<file path="config.mk">
export PLATFORM = sky130hd
export DESIGN_NAME = key_press_classifier
export DESIGN_NICKNAME = d
export VERILOG_FILES = /design/src/kpc_pkg.sv /design/src/kpc_lane.sv /design/src/kpc_merge.sv /design/src/key_press_classifier.sv
export SDC_FILE = /design/constraint.sdc
export NUM_CORES = 1
export LEC_CHECK = 0
export BUFFER_PORTS_ARGS = -buffer_cell sky130_fd_sc_hd__buf_4
export CAP_MARGIN = 20
export CORE_UTILIZATION = 40
export CTS_CLUSTER_DIAMETER = 60
export DETAILED_ROUTE_END_ITERATION = 16
export PLACE_DENSITY = 0.57
export REMOVE_ABC_BUFFERS = 1
export SLEW_MARGIN = 20
export SYNTH_ARGS = -nofsm -noshare
export SYNTH_HDL_FRONTEND = slang
export SYNTH_SLANG_ARGS = --single-unit
</file>
<file path="constraint.sdc">
create_clock -name clk -period 10.23 [get_ports clk]
set_clock_uncertainty 0.15 [all_clocks]
set_input_delay 0.5115 -clock clk [delete_from_list [all_inputs] [get_ports clk]]
set_output_delay 0.5115 -clock clk [all_outputs]
set_load 0.03 [all_outputs]
</file>
<file path="src/kpc_pkg.sv">
// ----------------------------------------------------------------------------
// kpc_pkg
// Types and constants shared by the key press classifier modules.
// ----------------------------------------------------------------------------
package kpc_pkg;

  localparam int NUM_KEYS    = 3;
  localparam int COUNT_WIDTH = 32;
  localparam int LEVEL_BITS  = 3;
  localparam int HOLD_WIDTH  = 32;
  localparam int THR_WIDTH   = 16;
  localparam int CFG_WIDTH   = 16;

  typedef logic [COUNT_WIDTH-1:0] count_t;
  typedef logic [THR_WIDTH-1:0]   thr_t;
  typedef logic [HOLD_WIDTH-1:0]  hold_t;

  localparam thr_t SHORT_RESET = thr_t'(100);
  localparam thr_t LONG_RESET  = thr_t'(1000);

  // Request codes
  typedef enum logic [2:0] {
    REQ_TICK  = 3'd0,
    REQ_PRESS = 3'd1,
    REQ_LONG  = 3'd2,
    REQ_ACT   = 3'd3,
    REQ_HOLD  = 3'd4
  } req_code_t;

  // Configuration register indexes
  typedef enum logic [1:0] {
    REG_REPEAT = 2'd0,
    REG_SHORT  = 2'd1,
    REG_LONG   = 2'd2
  } cfg_reg_t;

  typedef struct packed {
    logic [2:0]            req_type;
    logic [LEVEL_BITS-1:0] key_levels;
    logic [1:0]            key_index;
  } req_t;

  typedef struct packed {
    logic  flag;
    hold_t hold_time;
  } rsp_t;

  // Per-key control from the top level
  typedef struct packed {
    logic tick;
    logic pressed;
    logic repeat_on;
    logic clr_press;
    logic clr_long;
  } lane_ctl_t;

  // Per-key status toward the merge stage
  typedef struct packed {
    logic   press_flag;
    logic   long_flag;
    logic   act_hit;
    count_t hold;
  } lane_sts_t;

endpackage

</file>
<file path="src/kpc_lane.sv">
// ----------------------------------------------------------------------------
// kpc_lane
// One key: hold counter, debounce, short/long press and repeat flags.
// ----------------------------------------------------------------------------
module kpc_lane (
  input  logic                clk,
  input  logic                rst,
  input  kpc_pkg::lane_ctl_t  ctl,
  input  kpc_pkg::thr_t       short_thr,
  input  kpc_pkg::thr_t       long_thr,
  output kpc_pkg::lane_sts_t  sts
);

  localparam kpc_pkg::count_t COUNT_MAX = '1;

  kpc_pkg::count_t cnt, cnt_next, cnt_inc, short_ext, long_ext;
  logic            deb, deb_next;
  logic            press, press_next;
  logic            lng, lng_next;
  logic            act_hit;

  assign short_ext = kpc_pkg::count_t'(short_thr);
  assign long_ext  = kpc_pkg::count_t'(long_thr);
  // saturate at the top of the counter
  assign cnt_inc   = (cnt == COUNT_MAX) ? cnt : cnt + kpc_pkg::count_t'(1);

  always_comb begin
    cnt_next   = cnt;
    deb_next   = deb;
    press_next = press;
    lng_next   = lng;
    act_hit    = 1'b0;
    if (ctl.tick) begin
      if (ctl.pressed) begin
        cnt_next = cnt_inc;
        if (cnt_inc > short_ext) begin
          act_hit = 1'b1;
          if (cnt_inc > long_ext) begin
            if (deb) begin
              lng_next = 1'b1;
            end
          end else if (!ctl.repeat_on) begin
            deb_next = 1'b1;
          end else begin
            press_next = 1'b1;
            cnt_next   = '0;
          end
        end
      end else begin
        // decide short press, then drop the hold state
        if (!ctl.repeat_on && deb && !lng) begin
          press_next = 1'b1;
        end
        cnt_next = '0;
        deb_next = 1'b0;
        lng_next = 1'b0;
      end
    end else begin
      if (ctl.clr_press) begin
        press_next = 1'b0;
      end
      if (ctl.clr_long) begin
        lng_next = 1'b0;
      end
    end
  end

  always_ff @(posedge clk) begin
    if (rst) begin
      cnt   <= '0;
      deb   <= 1'b0;
      press <= 1'b0;
      lng   <= 1'b0;
    end else begin
      cnt   <= cnt_next;
      deb   <= deb_next;
      press <= press_next;
      lng   <= lng_next;
    end
  end

  always_comb begin
    sts.press_flag = press;
    sts.long_flag  = lng;
    sts.act_hit    = act_hit;
    sts.hold       = cnt;
  end

endmodule

</file>
<file path="src/kpc_merge.sv">
// ----------------------------------------------------------------------------
// kpc_merge
// Combines lane status into the activity flag and the registered result.
// ----------------------------------------------------------------------------
module kpc_merge (
  input  logic               clk,
  input  logic               rst,
  input  logic               accept,
  input  kpc_pkg::req_t      req,
  input  kpc_pkg::lane_sts_t lanes [kpc_pkg::NUM_KEYS],
  input  logic               rsp_stall,
  output logic               rsp_valid,
  output kpc_pkg::rsp_t      rsp_data
);

  logic               activity, activity_next;
  logic               any_hit, in_range;
  kpc_pkg::lane_sts_t sel;
  kpc_pkg::rsp_t      result;

  always_comb begin
    any_hit = 1'b0;
    sel     = '0;
    for (int k = 0; k < kpc_pkg::NUM_KEYS; k++) begin
      any_hit = any_hit | lanes[k].act_hit;
      if (int'(req.key_index) == k) begin
        sel = lanes[k];
      end
    end
  end

  assign in_range = int'(req.key_index) < kpc_pkg::NUM_KEYS;

  always_comb begin
    result = '0;
    case (req.req_type)
      kpc_pkg::REQ_PRESS: result.flag = in_range & sel.press_flag;
      kpc_pkg::REQ_LONG:  result.flag = in_range & sel.long_flag;
      kpc_pkg::REQ_ACT:   result.flag = activity;
      kpc_pkg::REQ_HOLD: begin
        if (in_range) begin
          result.hold_time = kpc_pkg::hold_t'(sel.hold);
        end
      end
      default: result = '0;
    endcase
  end

  always_comb begin
    activity_next = activity;
    if (accept) begin
      if (req.req_type == kpc_pkg::REQ_TICK && any_hit) begin
        activity_next = 1'b1;
      end else if (req.req_type == kpc_pkg::REQ_ACT) begin
        activity_next = 1'b0;
      end
    end
  end

  always_ff @(posedge clk) begin
    if (rst) begin
      activity  <= 1'b0;
      rsp_valid <= 1'b0;
    end else begin
      activity <= activity_next;
      if (accept) begin
        rsp_valid <= 1'b1;
      end else if (!rsp_stall) begin
        rsp_valid <= 1'b0;
      end
    end
  end

  always_ff @(posedge clk) begin
    if (accept) begin
      rsp_data <= result;
    end
  end

endmodule

</file>
<file path="src/key_press_classifier.sv">
// ----------------------------------------------------------------------------
// key_press_classifier
// Debounces three active-low keys and classifies short, long and repeated
// presses; queries read and clear the flags or read a key's hold time.
// ----------------------------------------------------------------------------
// The registered result appears on rsp_valid/rsp_data the cycle after transfer.
// Throughput: one request per cycle; the single result register refills in
// the cycle it drains, so req_stall rises only while a result is stalled.
// Reset (rst, synchronous): clears all counters and flags, drops rsp_valid,
// and loads repeat_enable 0, short_threshold 100, long_threshold 1000.
// ----------------------------------------------------------------------------
module key_press_classifier (
  input  logic                  clk,
  input  logic                  rst,
  // request channel
  input  logic                  req_valid,
  output logic                  req_stall,
  input  kpc_pkg::req_t         req_data,
  // result channel
  output logic                  rsp_valid,
  input  logic                  rsp_stall,
  output kpc_pkg::rsp_t         rsp_data,
  // configuration write port
  input  logic                  cfg_we,
  input  logic [1:0]            cfg_index,
  input  logic [kpc_pkg::CFG_WIDTH-1:0] cfg_data
);

  logic                          accept;
  logic [kpc_pkg::LEVEL_BITS-1:0] repeat_enable;
  kpc_pkg::thr_t                 short_threshold;
  kpc_pkg::thr_t                 long_threshold;
  kpc_pkg::lane_ctl_t            ctl [kpc_pkg::NUM_KEYS];
  kpc_pkg::lane_sts_t            sts [kpc_pkg::NUM_KEYS];

  // Hold new requests only while the result register is full and stalled.
  assign req_stall = rsp_valid & rsp_stall;
  assign accept    = req_valid & ~req_stall;

  // Configuration registers; writes beyond the register list are dropped.
  always_ff @(posedge clk) begin
    if (rst) begin
      repeat_enable   <= '0;
      short_threshold <= kpc_pkg::SHORT_RESET;
      long_threshold  <= kpc_pkg::LONG_RESET;
    end else if (cfg_we) begin
      case (cfg_index)
        kpc_pkg::REG_REPEAT: repeat_enable   <= cfg_data[kpc_pkg::LEVEL_BITS-1:0];
        kpc_pkg::REG_SHORT:  short_threshold <= cfg_data[kpc_pkg::THR_WIDTH-1:0];
        kpc_pkg::REG_LONG:   long_threshold  <= cfg_data[kpc_pkg::THR_WIDTH-1:0];
        default: ;
      endcase
    end
  end

  // One lane per key. Every lane sees a tick; a flag clear goes only to the
  // lane that key_index selects. Keys without a level bit read as released
  // and never repeat.
  for (genvar k = 0; k < kpc_pkg::NUM_KEYS; k++) begin : g_lane
    always_comb begin
      ctl[k].tick      = accept && (req_data.req_type == kpc_pkg::REQ_TICK);
      ctl[k].pressed   = 1'b0;
      ctl[k].repeat_on = 1'b0;
      if (k < kpc_pkg::LEVEL_BITS) begin
        ctl[k].pressed   = ~req_data.key_levels[k % kpc_pkg::LEVEL_BITS];
        ctl[k].repeat_on = repeat_enable[k % kpc_pkg::LEVEL_BITS];
      end
      ctl[k].clr_press = accept && (req_data.req_type == kpc_pkg::REQ_PRESS)
                         && (int'(req_data.key_index) == k);
      ctl[k].clr_long  = accept && (req_data.req_type == kpc_pkg::REQ_LONG)
                         && (int'(req_data.key_index) == k);
    end

    kpc_lane u_lane (
      .clk       (clk),
      .rst       (rst),
      .ctl       (ctl[k]),
      .short_thr (short_threshold),
      .long_thr  (long_threshold),
      .sts       (sts[k])
    );
  end

  // Merge: activity flag, query selection and the result register.
  kpc_merge u_merge (
    .clk       (clk),
    .rst       (rst),
    .accept    (accept),
    .req       (req_data),
    .lanes     (sts),
    .rsp_stall (rsp_stall),
    .rsp_valid (rsp_valid),
    .rsp_data  (rsp_data)
  );

endmodule

</file>
[After elaboration in Yosys (flattened, before gate mapping)]
Index checks and enable logic that the tools add are counted.
Operators by class
  add/subtract/negate cells: 3
  $lt $le $gt $ge: 7
  equality and inequality tests: 36
  mux-type cells: 83
  bitwise logic cells: 7
  reduce and logical (&&, ||, !) cells: 49
Operators with widths (number)
  $mux W32: 15
  $gt A32 B16 Y1: 6
  $mux W35: 3
  $add A32 B1 Y32 const B: 3
  $eq A32 B32 Y1 const B: 3
  $mux W1: 64
  $ne A3 B2 Y1 const B: 12
  $reduce_and A4 Y1: 6
  $reduce_bool A2 Y1: 10
  $ne A3 B3 Y1 const B: 6
  $logic_and A1 B1 Y1: 16
  $reduce_and A5 Y1: 3
  $ne A2 B2 Y1 const B: 6
  $reduce_and A2 Y1: 5
  $eq A2 B2 Y1 const B: 3
  $eq A3 B2 Y1 const B: 2
  $logic_not A1 Y1: 6
  $and A1 B1 Y1: 4
  $logic_not A2 Y1: 2
  $eq A3 B1 Y1 const B: 1
  $eq A3 B3 Y1 const B: 1
  $logic_not A3 Y1: 1
  $pmux W1 S3: 1
  $eq A2 B1 Y1 const B: 1
  4 further kinds: 5
Word-level totals
  register bits after elaboration: 175
  input port bits: 31
  output and inout bits: 35
  word-level logic and storage cells: 204

[Depth between registers and ports, before layout]
  depth in word-level cells: 11
  gate-level depth with buffers: 23

[Modules after synthesis]
A second synthesis with hierarchy kept.
Second synthesis, totals
  cell total of the unflattened synthesis: 1672
  area total of the unflattened synthesis: 13505.5 sq um
By module, submodules not included
  kpc_lane at g_lane[2].u_lane: instances 1, cells an instance 450, area an instance 3353.2 sq um, seq. area each 700.7 sq um
  kpc_lane at g_lane[0].u_lane: instances 1, cells an instance 433, area an instance 3298.2 sq um, seq. area each 700.7 sq um
  kpc_lane at g_lane[1].u_lane: instances 1, cells an instance 426, area an instance 3283.1 sq um, seq. area each 700.7 sq um
  kpc_merge: instances 1, cells an instance 202, area an instance 1994.4 sq um, seq. area each 1031.0 sq um
  key_press_classifier: instances 1, cells an instance 161, area an instance 1576.5 sq um, seq. area each 700.7 sq um

[Worst setup path before layout]
OpenSTA, ideal clock, no wires.
  path type: reg-to-reg
  start: register g_lane[0].u_lane.cnt[5]
  end: register g_lane[0].u_lane.cnt[6]
  library setup time: 117 ps
  arrival: 4554 ps
  required time: 9963 ps
  slack: 5408 ps
  cell stages (with the launch flop): 22
  path buffers: 5
  period minus slack after synthesis: 4822 ps
  path through: dfxtp_1 -> buf_2 -> nand3_2 -> or4_4 -> buf_6 -> or4_1 -> buf_2 -> and4_1 -> clkbuf_1 -> nand3_1 -> inv_1 -> and3_1 -> xor2_1 -> ha_1 -> nand4_1 -> nor3_1 -> a2111oi_0 -> a21o_1 -> nand3_1 -> or3_4 -> buf_6 -> a32o_1
Between the ends
  cells in the longest elaborated chain, start to end: 6
  elaborated cells between the ends (all ways): 9
  those cells by class: add/sub (1); order compare (2); eq/ne (1); mux (5)
Ends and longest elaborated chain
  from (decl): line kpc_lane.sv:16  | kpc_pkg::count_t cnt, cnt_next, cnt_inc, short_ext, long_ext;
  from (signal assigned): line kpc_lane.sv:75  | cnt <= cnt_next;
  $add A32 B1 Y32 or $eq A32 B32 Y1 (tied branches): line kpc_lane.sv:25  | assign cnt_inc = (cnt == COUNT_MAX) ? cnt : cnt + kpc_pkg::count_t'(1);
  $mux W32 *: line kpc_lane.sv:25
  $gt A32 B16 Y1 or $mux W32 (tied branches): line kpc_lane.sv:38, kpc_lane.sv:42
  $mux W32: line kpc_lane.sv:38  | if (cnt_inc > long_ext) begin
  $mux W32 *: line kpc_lane.sv:36  | if (cnt_inc > short_ext) begin
  $mux W32 *: line kpc_lane.sv:34  | if (ctl.pressed) begin
Mark *: on every way between the ends. The rest lies on a longest branch, timed or not.
A chain may end at the register's enable or synchronous reset.

[Final worst setup path]
  start: register g_lane[0].u_lane.cnt[9]
  end: register g_lane[0].u_lane.cnt[3]
The elaborated chain is that of the path after synthesis.

==> results.ini <==
[sta]
hold_violations=0
fmax_mhz=173
setup_ws_ps=4440
worst_pin_slew_ps=1000
finalSetupTns_ps=0
fin_crit_sh_pct=56.6
period_minus_slack_ps=5790
report.final.slew_viol_count=0
rsz0062_at_grt=false
setup_viol_count_final=0
slew_headroom_pct=33.1

[routing]
viasPerCell=6.14
ant_nets=0
vias=12400
wire_per_inst_um=20.6
drc_errors=0
firstDrtPassIters=7
wirelength_mm=41.5
first_iter_violations=1574

[cts]
clock_sinks=175
cts_hold_buf=0
clockBufferDepth=2
postCtsSetupBuffers=0
cts-root-buf=clkbuf_16
numCtsBuffers=17
clkTransAtPathRegs_ps=80
htreeDepth=4
worstSkewPairLatency_ps=450
post_cts_resized=0
cts_tree=yes

[pwr]
power_density_nw_per_um2=111
swShare_pct=29.4
design_power_total_w=0.00154
power.leakage_nw=5.25
power.share.clock_pct=43.2
p_sw_w=0.000452
pwr-share-comb_pct=9.8
ir_drop_mv=0.122
seq_power_share_pct=47.0
internal-power_w=0.00109

[run_status]
status=finished, final reports clean

[logic_synthesis]
synth-seq-area-share_pct=30.2
yosysMostFrequentCell=nor2_1
synth.ff_latch_count=175
avgSynthCellArea_um2=7.78
synth_edf_count=33
syn_area_um2=12700
syn_inst=1634
yosys.area.top_type=dfxtp_1
ys_async_sr_fraction_pct=0
synth_top_area_share_pct=22.4
synth_flop_cell=dfxtp_1
synthTopCellsByCount=187 x nor2_1, 168 x nand2_1, 142 x dfxtp_1
ys_top_cells_by_area=dfxtp_1 22%, ha_1 9.7%, edfxtp_1 7.8%, nor2_1 5.5%, a21oi_1 5.5%
yosysWarnings=0
yosysUniqueCellTypes=75

[final_layout]
synthToLayoutAreaGrowth_pct=9.28
nets=1739
final_cells=2018
insertedDiodeCount=0
final_cell_area_um2=13900
drive_gt1_share_pct=8.63

[critical_path]
max_stage_delay_ps=760
path_max_fanout=21
path_depth=17
critPathTopFamily=simple AND/OR/NAND/NOR gates
start_kind=flop
setup.worst_path.end_class=flop
cp.arrival_ps=5960
critPathRequiredTime_ps=10400
worstSetupPathType=flop to flop
critPathBufInv=1
r2r_cells=17
cp_cell_sequence=nand4_1 -> or4_4 -> or4_1 -> and4_1 -> nand3_1 -> inv_1 -> and3_1 -> xor2_1 -> ha_1 -> nand4_1 -> nor3_1 -> a2111oi_0 -> a21o_1 -> nand3_1 -> or3_4 -> a32oi_1 -> nor2_1
cp_slowest_cell=or4_1

[worst_hold_path]
hold_path_depth=2
hold_class=primary input to flop

[place]
placed_cell_area_um2=13300
dp_hpwl_mm=30.6
dp_cells=1986
dp_slack_ps=4250
place.gp.congestion=0.938
portBuffers=65

[die]
ioPinCount=66
fp-row-count=64
start_util_pct=41.1
core_um2=30900
die_w_um=180
dieArea_um2=32500
chipHeight_um=180

[grt]
antenna_found_initial=0
grt_overflow=0
grt_pass1_wl_mm=64.6
grt_max_degree=65
grt_pass1_vias=11100
track_usage_pct=25.2

[job]
drv_cap=0

==> flip-flops by register name, indices dropped and copies added, names as in the netlist <==
signal	cells
u_merge.rsp_valid	1
g_lane.u_lane.lng	3
g_lane.u_lane.cnt	96
u_merge.rsp_data	33
long_threshold	16
repeat_enable	3
g_lane.u_lane.deb	3
short_threshold	16
u_merge.activity	1
g_lane.u_lane.press	3
==> final cells by class <==
class / count / area, um^2
fillers: 3094 / 17000
multi-input cells: 1289 / 8240
flip-flops and latches: 175 / 3830
repair buffers: 77 / 578
well taps: 396 / 495
clock buffers: 17 / 425
inverters: 49 / 184
clock inverters: 15 / 139
==> cells by family after synthesis <==
| group | share of synthesized area [%] |
|---|---|
| buf+inv | 5.35 |
| xor+xnor | 3.79 |
| flops | 30.2 |
| fa+ha+maj | 9.74 |
| simple gates | 28.4 |
| mux | 3.80 |
| compound gates | 18.7 |
==> metal layers <==
layer | track usage [%] | part of all wire (%) | up-vias
met2 | 39.6 | 45 | 467
li1 | - | - | 5950
met1 | 36.0 | 47 | 5933
met3 | 3.21 | 6.3 | 46
met5 | 0 | 0 | -
met4 | 6.67 | 1.6 | 0
==> power by group through the flow <==
| stage | clock (W) | combinational, W | sequential, W |
|---|---|---|---|
| 2_1_floorplan | 0 | 0.0000656 | 0.000750 |
| 3_3_place_gp | 0 | 0.000147 | 0.000739 |
| 3_5_place_dp | 0 | 0.000150 | 0.000739 |
| 4_1_cts | 0.000673 | 0.000150 | 0.000723 |
| 5_1_grt | 0.000701 | 0.000163 | 0.000725 |
| 6_report | 0.000665 | 0.000151 | 0.000723 |
==> final timing paths <==
path | startpoint | endpoint | slack (ps)
setup reg to reg | g_lane[0].u_lane.cnt[9]$_SDFFE_PP0P_ | g_lane[0].u_lane.cnt[3]$_SDFFE_PP0P_ | 4440
setup / recovery | g_lane[0].u_lane.cnt[9]$_SDFFE_PP0P_ | g_lane[0].u_lane.cnt[3]$_SDFFE_PP0P_ | 4440
hold / removal | cfg_data[6] | long_threshold[6]$_SDFFE_PP1P_ | 120
hold reg to reg | long_threshold[4]$_SDFFE_PP0P_ | long_threshold[4]$_SDFFE_PP0P_ | 310
==> placed cells by master (no fill, tap or decap), types with 15 or more instances in the layout <==
cell type,netlist,layout
a31oi_1,40,39
nand3_1,74,74
mux2i_1,46,46
dfxtp_1,142,142
xnor2_1,35,35
nand2_1,168,168
nand4_1,68,68
buf_4,0,77
xor2_1,20,20
inv_1,49,49
a32oi_1,16,16
nor4_1,23,22
o21ai_0,40,40
a21oi_1,140,140
nor3_1,48,48
nor2_1,187,185
clkbuf_16,0,17
and3_1,24,24
ha_1,99,99
and4_1,15,15
a211oi_1,19,19
edfxtp_1,33,33
==> worst reg2reg max path, delay by kind of cell (launching register included) <==
| kind | cells | cell delay [ps] |
|---|---|---|
| xor+xnor | 1 | 310 |
| flops | 1 | 520 |
| simple gates | 11 | 3270 |
| compound gates | 3 | 1030 |
| fa+ha+maj | 1 | 320 |
| buf+inv | 1 | 70 |
==> per-stage QoR <==
step	hold WS [ps]	utilization, %
2_1_floorplan	280	-
3_3_place_gp	293	43.1
3_5_place_dp	298	43.1
4_1_cts	114	44.9
5_1_grt	124	45.0
6_report	119	45.0
Power figures use the tool's default switching activity.
